File: config.mk
export PLATFORM = sky130hd
export DESIGN_NAME = cse_ctrl
export DESIGN_NICKNAME = d
export VERILOG_FILES = /design/src/cubic_spline_evaluator_defines.svh /design/src/cse_pkg.sv /design/src/cse_ctrl.sv
export SDC_FILE = /design/constraint.sdc
export NUM_CORES = 1
export LEC_CHECK = 0
export BUFFER_PORTS_ARGS = -buffer_cell sky130_fd_sc_hd__buf_2
export CAP_MARGIN = 10
export CORE_AREA = 2 2 39 41
export DETAILED_ROUTE_END_ITERATION = 10
export DIE_AREA = 0 0 41 43
export PLACE_DENSITY = 0.53
export SLEW_MARGIN = 10
export SYNTH_ARGS = -nofsm -noshare
export SYNTH_HDL_FRONTEND = slang
export SYNTH_SLANG_ARGS = --single-unit
export TNS_END_PERCENT = 30
File: constraint.sdc
create_clock -name clk -period 1.49 [get_ports clk]
set_clock_uncertainty 0.1 [all_clocks]
set_input_delay 0.2235 -clock clk [delete_from_list [all_inputs] [get_ports clk]]
set_output_delay 0.2235 -clock clk [all_outputs]
set_load 0.02 [all_outputs]
File: src/cubic_spline_evaluator_defines.svh
// assertion macros for the spline evaluator
`ifndef CUBIC_SPLINE_EVALUATOR_DEFINES_SVH
`define CUBIC_SPLINE_EVALUATOR_DEFINES_SVH
// implication checked on every clock edge outside reset
`define CSE_ASSERT_IMP(label, clk, rst_n, ante, cons) \
	label: assert property (@(posedge clk) disable iff (!rst_n) (ante) |-> (cons)) \
		else $error("assertion failed");
// next-cycle implication
`define CSE_ASSERT_NEXT(label, clk, rst_n, ante, cons) \
	label: assert property (@(posedge clk) disable iff (!rst_n) (ante) |=> (cons)) \
		else $error("assertion failed");
`endif

File: src/cse_pkg.sv
`timescale 1ns / 1ps
package cse_pkg;
	localparam int MaxKnotsDef = 64;
	localparam int NumKnotsReset = 2;
	localparam logic CmdWrite = 1'b0;
	localparam logic CmdEval = 1'b1;
	localparam logic [1:0] RangeIn = 2'd0;
	localparam logic [1:0] RangeBelow = 2'd1;
	localparam logic [1:0] RangeAbove = 2'd2;
	localparam logic [0:0] RegNumKnots = 1'b0;

	typedef struct packed {
		logic command;
		logic [5:0] entry_index;
		logic signed [31:0] knot_pos;
		logic signed [31:0] coef_a;
		logic signed [31:0] coef_b;
		logic signed [31:0] coef_c;
		logic signed [31:0] coef_d;
		logic signed [31:0] query_t;
	} in_item_t;

	typedef struct packed {
		logic signed [31:0] value;
		logic signed [31:0] first_deriv;
		logic signed [31:0] second_deriv;
		logic signed [31:0] third_deriv;
		logic [1:0] range_status;
		logic [5:0] segment_index;
	} out_item_t;

	typedef enum logic [3:0] {
		ST_IDLE, ST_WRITE, ST_CHK0, ST_CHKN, ST_SRCH, ST_SWAIT,
		ST_FETCH, ST_FWAIT, ST_M1, ST_M2, ST_M3, ST_DONE
	} state_t;

	// controller to datapath
	typedef struct packed {
		logic load;      // capture input item
		logic wr;        // write table entry
		logic rd_first;  // read entry 0
		logic rd_last;   // read entry n-1
		logic chk_first; // compare with entry 0
		logic chk_last;  // compare with entry n-1
		logic rd_mid;    // read search midpoint
		logic step;      // bisection step
		logic rd_seg;    // read segment entry
		logic cap_seg;   // latch segment operands
		logic m1;
		logic m2;
		logic m3;
		logic fin;       // issue result
	} ctl_t;

	// datapath to controller
	typedef struct packed {
		logic is_eval;
		logic below;
		logic above;
		logic srch_done;
	} sts_t;

	function automatic logic signed [31:0] sat32(input logic signed [35:0] v);
		if (v > 36'sh0_7FFF_FFFF) return 32'sh7FFF_FFFF;
		if (v < -36'sh0_8000_0000) return -32'sh8000_0000;
		return v[31:0];
	endfunction

	// round a Q32.32 style product to Q16.16, ties up
	function automatic logic signed [48:0] rnd16(input logic signed [64:0] p);
		logic signed [64:0] v;
		v = p + 65'sd32768;
		return v[64:16];
	endfunction

	function automatic logic signed [31:0] sat49(input logic signed [51:0] v);
		if (v > 52'sh7FFF_FFFF) return 32'sh7FFF_FFFF;
		if (v < -52'sh8000_0000) return -32'sh8000_0000;
		return v[31:0];
	endfunction
endpackage

File: src/cse_ctrl.sv
`timescale 1ns / 1ps
module cse_ctrl (
	input logic clk,
	input logic arst_n,
	input logic start,
	input cse_pkg::sts_t sts,
	output logic busy,
	output cse_pkg::ctl_t ctl
);
	import cse_pkg::*;
	state_t state_q, state_n;

	always_ff @(posedge clk or negedge arst_n) begin
		if (!arst_n) state_q <= ST_IDLE;
		else state_q <= state_n;
	end

	always_comb begin
		state_n = state_q;
		unique case (state_q)
			ST_IDLE: if (start) state_n = ST_WRITE;
			ST_WRITE: state_n = sts.is_eval ? ST_CHK0 : ST_IDLE;
			ST_CHK0: state_n = ST_CHKN;
			ST_CHKN: state_n = ST_SRCH;
			ST_SRCH: begin
				if (sts.below || sts.above) state_n = ST_DONE;
				else if (sts.srch_done) state_n = ST_FETCH;
				else state_n = ST_SWAIT;
			end
			ST_SWAIT: state_n = ST_SRCH;
			ST_FETCH: state_n = ST_FWAIT;
			ST_FWAIT: state_n = ST_M1;
			ST_M1: state_n = ST_M2;
			ST_M2: state_n = ST_M3;
			ST_M3: state_n = ST_DONE;
			ST_DONE: state_n = ST_IDLE;
			default: state_n = ST_IDLE;
		endcase
	end

	always_comb begin
		ctl = '0;
		busy = (state_q != ST_IDLE);
		unique case (state_q)
			ST_IDLE: ctl.load = start;
			ST_WRITE: begin
				ctl.wr = !sts.is_eval;
				ctl.rd_first = sts.is_eval;
			end
			ST_CHK0: begin
				ctl.chk_first = 1'b1;
				ctl.rd_last = 1'b1;
			end
			ST_CHKN: begin
				ctl.chk_last = 1'b1;
				ctl.rd_mid = 1'b1;
			end
			ST_SRCH: ctl.step = !(sts.below || sts.above) && !sts.srch_done;
			ST_SWAIT: ctl.rd_mid = 1'b1;
			ST_FETCH: ctl.rd_seg = 1'b1;
			ST_FWAIT: ctl.cap_seg = 1'b1;
			ST_M1: ctl.m1 = 1'b1;
			ST_M2: ctl.m2 = 1'b1;
			ST_M3: ctl.m3 = 1'b1;
			ST_DONE: ctl.fin = 1'b1;
			default: ctl = '0;
		endcase
	end
endmodule

==> flow_summary.ini, run 1 <==
[status]
status = finished, violations left
violations = setup timing

[sta]
setup_violations = 12
hold_viol_final = 0
worst_slew_pin_slew_ns = 0.306
drv_slew = 0
period_needed_ns = 1.60
fin_ws_ns = -0.106
max_freq_ghz = 0.627
relSlewSlack_pct = 79.5
finalCritPeriodShare_pct = 107
rsz0062_at_grt = true

[clocking]
clk_latency_ns = 0.25
cts-root-buf = clkbuf_4
cts.sinks = 4
tritoncts = yes
htreeDepth = 1
clk_pin_slew_worst_paths_ns = 0.04
ctsLongestPathBuffers = 2
cts_inserted_buffers = 3

[setup_path]
required_ns = 1.17
cp-end-kind = output pin
cp_top_family = flip-flops
path_buf_inv = 2
crit_type = reg2out
path_cells = buf_4, nor4_2, buf_4
cp_common_cell = buf_4
cp_slowest_stage_delay_ns = 0.44
critPathArrivalTime_ns = 1.27
crit_fanout = 5
cp-start-kind = register
slowest_stage = dfrtp_2

[floorplan]
die_w_um = 41
initial_utilization_pct = 25.4
io_pins = 22
dieArea_um2 = 1760
rows = 14
fp.dieH_um = 43
core-area_um2 = 1380

[logic_synthesis]
synth_area_leaders = dfrtp_1 28%, nor2_1 12%, nand2b_1 7.1%, nor3_1 5.7%, xnor2_1 5.0%
synth_largest_area_cell = dfrtp_1
synthAdderAreaFrac_pct = 0
synth-simple-area-share_pct = 44.8
avgSynthCellArea_um2 = 7.64
syn_nets = 53
synthCells = 46
syn_area_um2 = 352
synthTopCellsByCount = 11 x nor2_1, 4 x dfrtp_1, 4 x nand2b_1, 4 x nor3_1, 3 x nand2_1
synth_xor_area_share_pct = 4.98
ys.flop_type = dfrtp_1
ys_seq_area_share_pct = 28.5
synth_mux_area_share_pct = 0
synth_warnings = 0
synth_top_family_by_area = simple AND/OR/NAND/NOR gates
synth-edff-count = 0
synth_cell_types = 21
ys_ff_latch = 4
synth_top_area_share_pct = 28.5
synth_compound_area_share_pct = 14.6
async_flop_share_pct = 100
synth.most_common_cell = nor2_1

[place]
hpwl_um = 800
port_buffers = 21
dp.cells = 87
dpl_cell_area_um2 = 523
preCtsSetupSlack_ns = 0.0514
gp_congestion = 0.701

[route]
wl_per_cell_um = 13.3
wirelength_um = 1290
dr.pass1.iters = 4
ant_nets = 0
num_vias = 473
drt_iter0_markers = 10
viasPerCell = 4.88
drc = 0

[cells_and_area]
drive_gt1_share_pct = 75.3
stdcell_count = 97
nFillCells = 139
n_antenna_cell = 0
top_regs = state_q x4
fin_area_um2 = 758
largest_register_ffs = 4
fin_nets = 90
syn_to_final_growth_pct = 116
top_register = state_q

[global_routing]
grt_usage_pct = 15.8
grt_max_degree = 8
grtUsageMet2_pct = 23.4
top_usage_layer = met2
use_met3_pct = 3.14
antenna_found_initial = 0
grt_pass1_vias = 412
grt_overflow = 0
grt_pass1_wl_um = 1810
met1_usage_pct = 18.8

[power]
pwr_density_cell_nw_per_um2 = 2110
p_leak_nw = 0.339
vdd.ir_drop.worst_v = 0.00121
power_mw = 1.60

[hold_path]
hp-class = in2reg

[job]
maxCapViolCount = 0
-- power breakdown --
part           total, mW  internal (mW)  switching (mW)
registers          0.274          0.166           0.108
logic               1.18          0.599           0.582
clock network      0.145         0.0907          0.0545
total               1.60          0.856           0.745
-- layout make-up --
cell class / instances / area, um^2 / share of cell area [%]
tap: 16 / 20.0 / 2.64
sequential: 4 / 105 / 13.9
clock buffer: 3 / 22.5 / 2.97
timing repair buffer: 36 / 285 / 37.6
multi-input combinational: 38 / 325 / 42.9
-- worst reg2reg max path, stage by stage, from the launching register on --
cell     delay, ns
dfrtp_2       0.46
buf_6         0.14
buf_4         0.15
a221o_1       0.35
o32ai_1       0.12
-- path summary, 6_finish.rpt --
check	start	to	slack, ns	cells past startpoint
max in group asynchronous	arst_n	state_q[3]	0.95	2
min	sts[2]	state_q[2]	0.19	3
max reg2reg	state_q[2]	state_q[1]	0.05	4
max	state_q[3]	ctl[12]	-0.11	3
min in group asynchronous	arst_n	state_q[1]	0.21	2
min reg2reg	state_q[3]	state_q[2]	0.55	2
-- cells in the final DEF (no fill, tap or decap) --
cell type	Yosys	layout
a2111oi_1	0	1
a211oi_2	1	1
a21oi_1	1	1
a221o_1	1	1
and2_1	1	1
and3_1	1	1
and4bb_2	1	1
buf_2	2	7
buf_4	2	20
buf_6	0	8
clkbuf_4	0	3
dfrtp_2	0	4
dlygate4sd3_1	0	1
nand2_1	3	3
nand2b_4	0	4
nor2_1	11	5
nor2_2	0	5
nor2_4	0	1
nor3_1	4	1
nor3_2	0	2
nor3_4	0	1
nor3b_2	0	1
nor4_1	2	1
nor4_2	0	1
nor4b_4	0	1
o22ai_1	1	1
o32ai_1	1	1
or2_2	1	1
xnor2_1	2	2
-- layer usage --
| layer | wire length [um] | vias to the layer above |
|---|---|---|
| met1 | 493 | 215 |
| met5 | 0 | - |
| met3 | 91 | 3 |
| met2 | 677 | 22 |
| li1 | - | 233 |
| met4 | 27 | 0 |
-- cell families after synthesis --
family,Yosys count
simple gates,30
compound gates,6
flops,4
buf+inv,4
xor+xnor,2
-- through the flow --
step                      TNS, ns  hold slack, ns  util [%]
after floorplan            -0.276          -0.172         -
after global placement          0         -0.0708      37.8
after detailed placement        0         -0.0671      37.8
after CTS                  -0.980           0.190      48.1
after global routing        -1.33           0.210      54.8
final                      -0.655           0.190      54.8
-- timing repair --
action | CTS | global route
endpoints found under the hold margin | 4 | 0
hold buffers | 1 | 0
endpoints found under the setup margin | 15 | 16
buffers inserted | 4 | 2
pin swaps | 2 | 0
resized for setup | 24 | 21
No activity file was read; power rests on OpenSTA's default activity.
==> run 2, diff against run 1 <==
RECOVER_POWER = 50   (was not set)
==> run 2 against run 1 <==
Effect of this change: the flow still finishes with violations (setup timing); core utilization down 0.090 points; sequential power about the same; non-clock buffer count unchanged; routed wire length unchanged; global-route usage stayed put; flip-flop and latch count unchanged; count of clock-buffer cells in the layout unchanged; worst hold slack about the same; design area down 0.16%; sequential share of layout area hardly changed; largest power group unchanged; highest routed layer unchanged.
==> flow_summary.ini, run 2 (synthesis gave the netlist of run 1 again) <==
[route]
dr.pass1.iters = 4
met1_length_um = 493
wirelength_um = 1290
viasPerCell = 4.88
drt_iter0_markers = 10
drc = 0
dr_wl_met3_um = 91
num_vias = 473
met2WireLength_um = 677
wl_per_cell_um = 13.3
ant_nets = 0
highest_layer = met4

[place]
gp_congestion = 0.701
dpl_cell_area_um2 = 523
port_buffers = 21
hpwl_um = 800

[global_routing]
grt_overflow = 0
grt_pass1_wl_um = 1810
grt_usage_pct = 15.8
grt_pass1_vias = 412
grt_max_degree = 8
antenna_found_initial = 0

[floorplan]
io_pins = 22
fp.dieH_um = 43
rows = 14
dieArea_um2 = 1760
die_w_um = 41
initial_utilization_pct = 25.4
core-area_um2 = 1380

[clocking]
htreeDepth = 1
cts.sinks = 4
cts_inserted_buffers = 3
clk_latency_ns = 0.25
tritoncts = yes
ctsLongestPathBuffers = 2
cts-root-buf = clkbuf_4
clk_pin_slew_worst_paths_ns = 0.04

[sta]
finalCritPeriodShare_pct = 107
hold_viol_final = 0
period_needed_ns = 1.60
fin_ws_ns = -0.105
relSlewSlack_pct = 79.5
drv_slew = 0
max_freq_ghz = 0.627
rsz0062_at_grt = true
worst_slew_pin_slew_ns = 0.306
setup_violations = 12

[status]
violations = setup timing
status = finished, violations left

[cells_and_area]
most-common-layout-cells = 20 x buf_4, 8 x buf_6, 6 x buf_2
top_regs = state_q x4
largest_register_ffs = 4
top_register = state_q
n_antenna_cell = 0
drive_gt1_share_pct = 74.1
fin_area_um2 = 757
multi_input_area_um2 = 325
nFillCells = 137
syn_to_final_growth_pct = 115
regArea_um2 = 105
layout_commonest_cell = buf_4
final_core_util_pct = 54.7
fin_nets = 90

[power]
p_leak_nw = 0.337
pwr_density_cell_nw_per_um2 = 2110
vdd.ir_drop.worst_v = 0.00121

[setup_path]
crit_fanout = 5
required_ns = 1.17
cp-start-kind = register
cp-end-kind = output pin
crit_type = reg2out
critPathArrivalTime_ns = 1.27

[hold_path]
hp-class = in2reg

[job]
maxCapViolCount = 0
[run 2: cell types whose count changed in the layout (fill, tap and decap cells not counted)]
cell	before	now
buf_2	7	6
clkbuf_1	0	1
[run 2: path summary, 6_finish.rpt]
path / from / endpoint / slack (ns) / cells after the start
worst max-delay path: state_q[3] / ctl[12] / -0.11 / 3
worst min-delay path: sts[2] / state_q[2] / 0.19 / 3
worst max register to register: state_q[2] / state_q[1] / 0.05 / 4
worst min register to register: state_q[3] / state_q[2] / 0.55 / 2
max in group asynchronous: arst_n / state_q[3] / 0.86 / 2
min in group asynchronous: arst_n / state_q[1] / 0.23 / 2
[run 2: through the flow]
step	hold slack, ns	TNS (ns)	cells	setup slack [ns]	power [mW]
floorplan	-0.172	-0.276	46	-0.177	0.757
global placement	-0.0708	0	87	0.0701	1.03
detailed placement	-0.0671	0	87	0.0514	1.03
CTS	0.190	-0.980	95	-0.122	1.40
global route	0.210	-1.33	97	-0.148	1.71
finish	0.190	-0.654	97	-0.105	1.60
[run 2: layout make-up]
cell class | count | area share (%)
clock buffer | 3 | 2.98
timing repair buffer | 36 | 37.5
tap | 16 | 2.64
multi-input combinational | 38 | 43.0
sequential | 4 | 13.9
[run 2: power by group]
part           internal (mW)  total, mW  switching [mW]
Combinational          0.598       1.18           0.582
Sequential             0.166      0.274           0.108
Clock                 0.0907      0.145          0.0544
Total                  0.855       1.60           0.745
[run 2: critical path, cell delays in order, from the launching register on]
cell	delay [ns]
dfrtp_2	0.44
buf_4	0.15
nor4_2	0.25
buf_4	0.18
[run 2: timing repair]
action	4_1_cts	5_1_grt
endpoints found under the hold margin	4	0
pin swaps	2	0
setup endpoints to repair	15	16
setup buffers	4	2
hold buffers	1	0
cloned	0	0
resized for setup	24	21
[run 2: per-layer routing]
metal  global-route usage [%]  up-vias
li1                         -      233
met1                     18.8      215
met2                     23.4       22
met3                     3.14        3
met4                     12.0        0
met5                        0        -
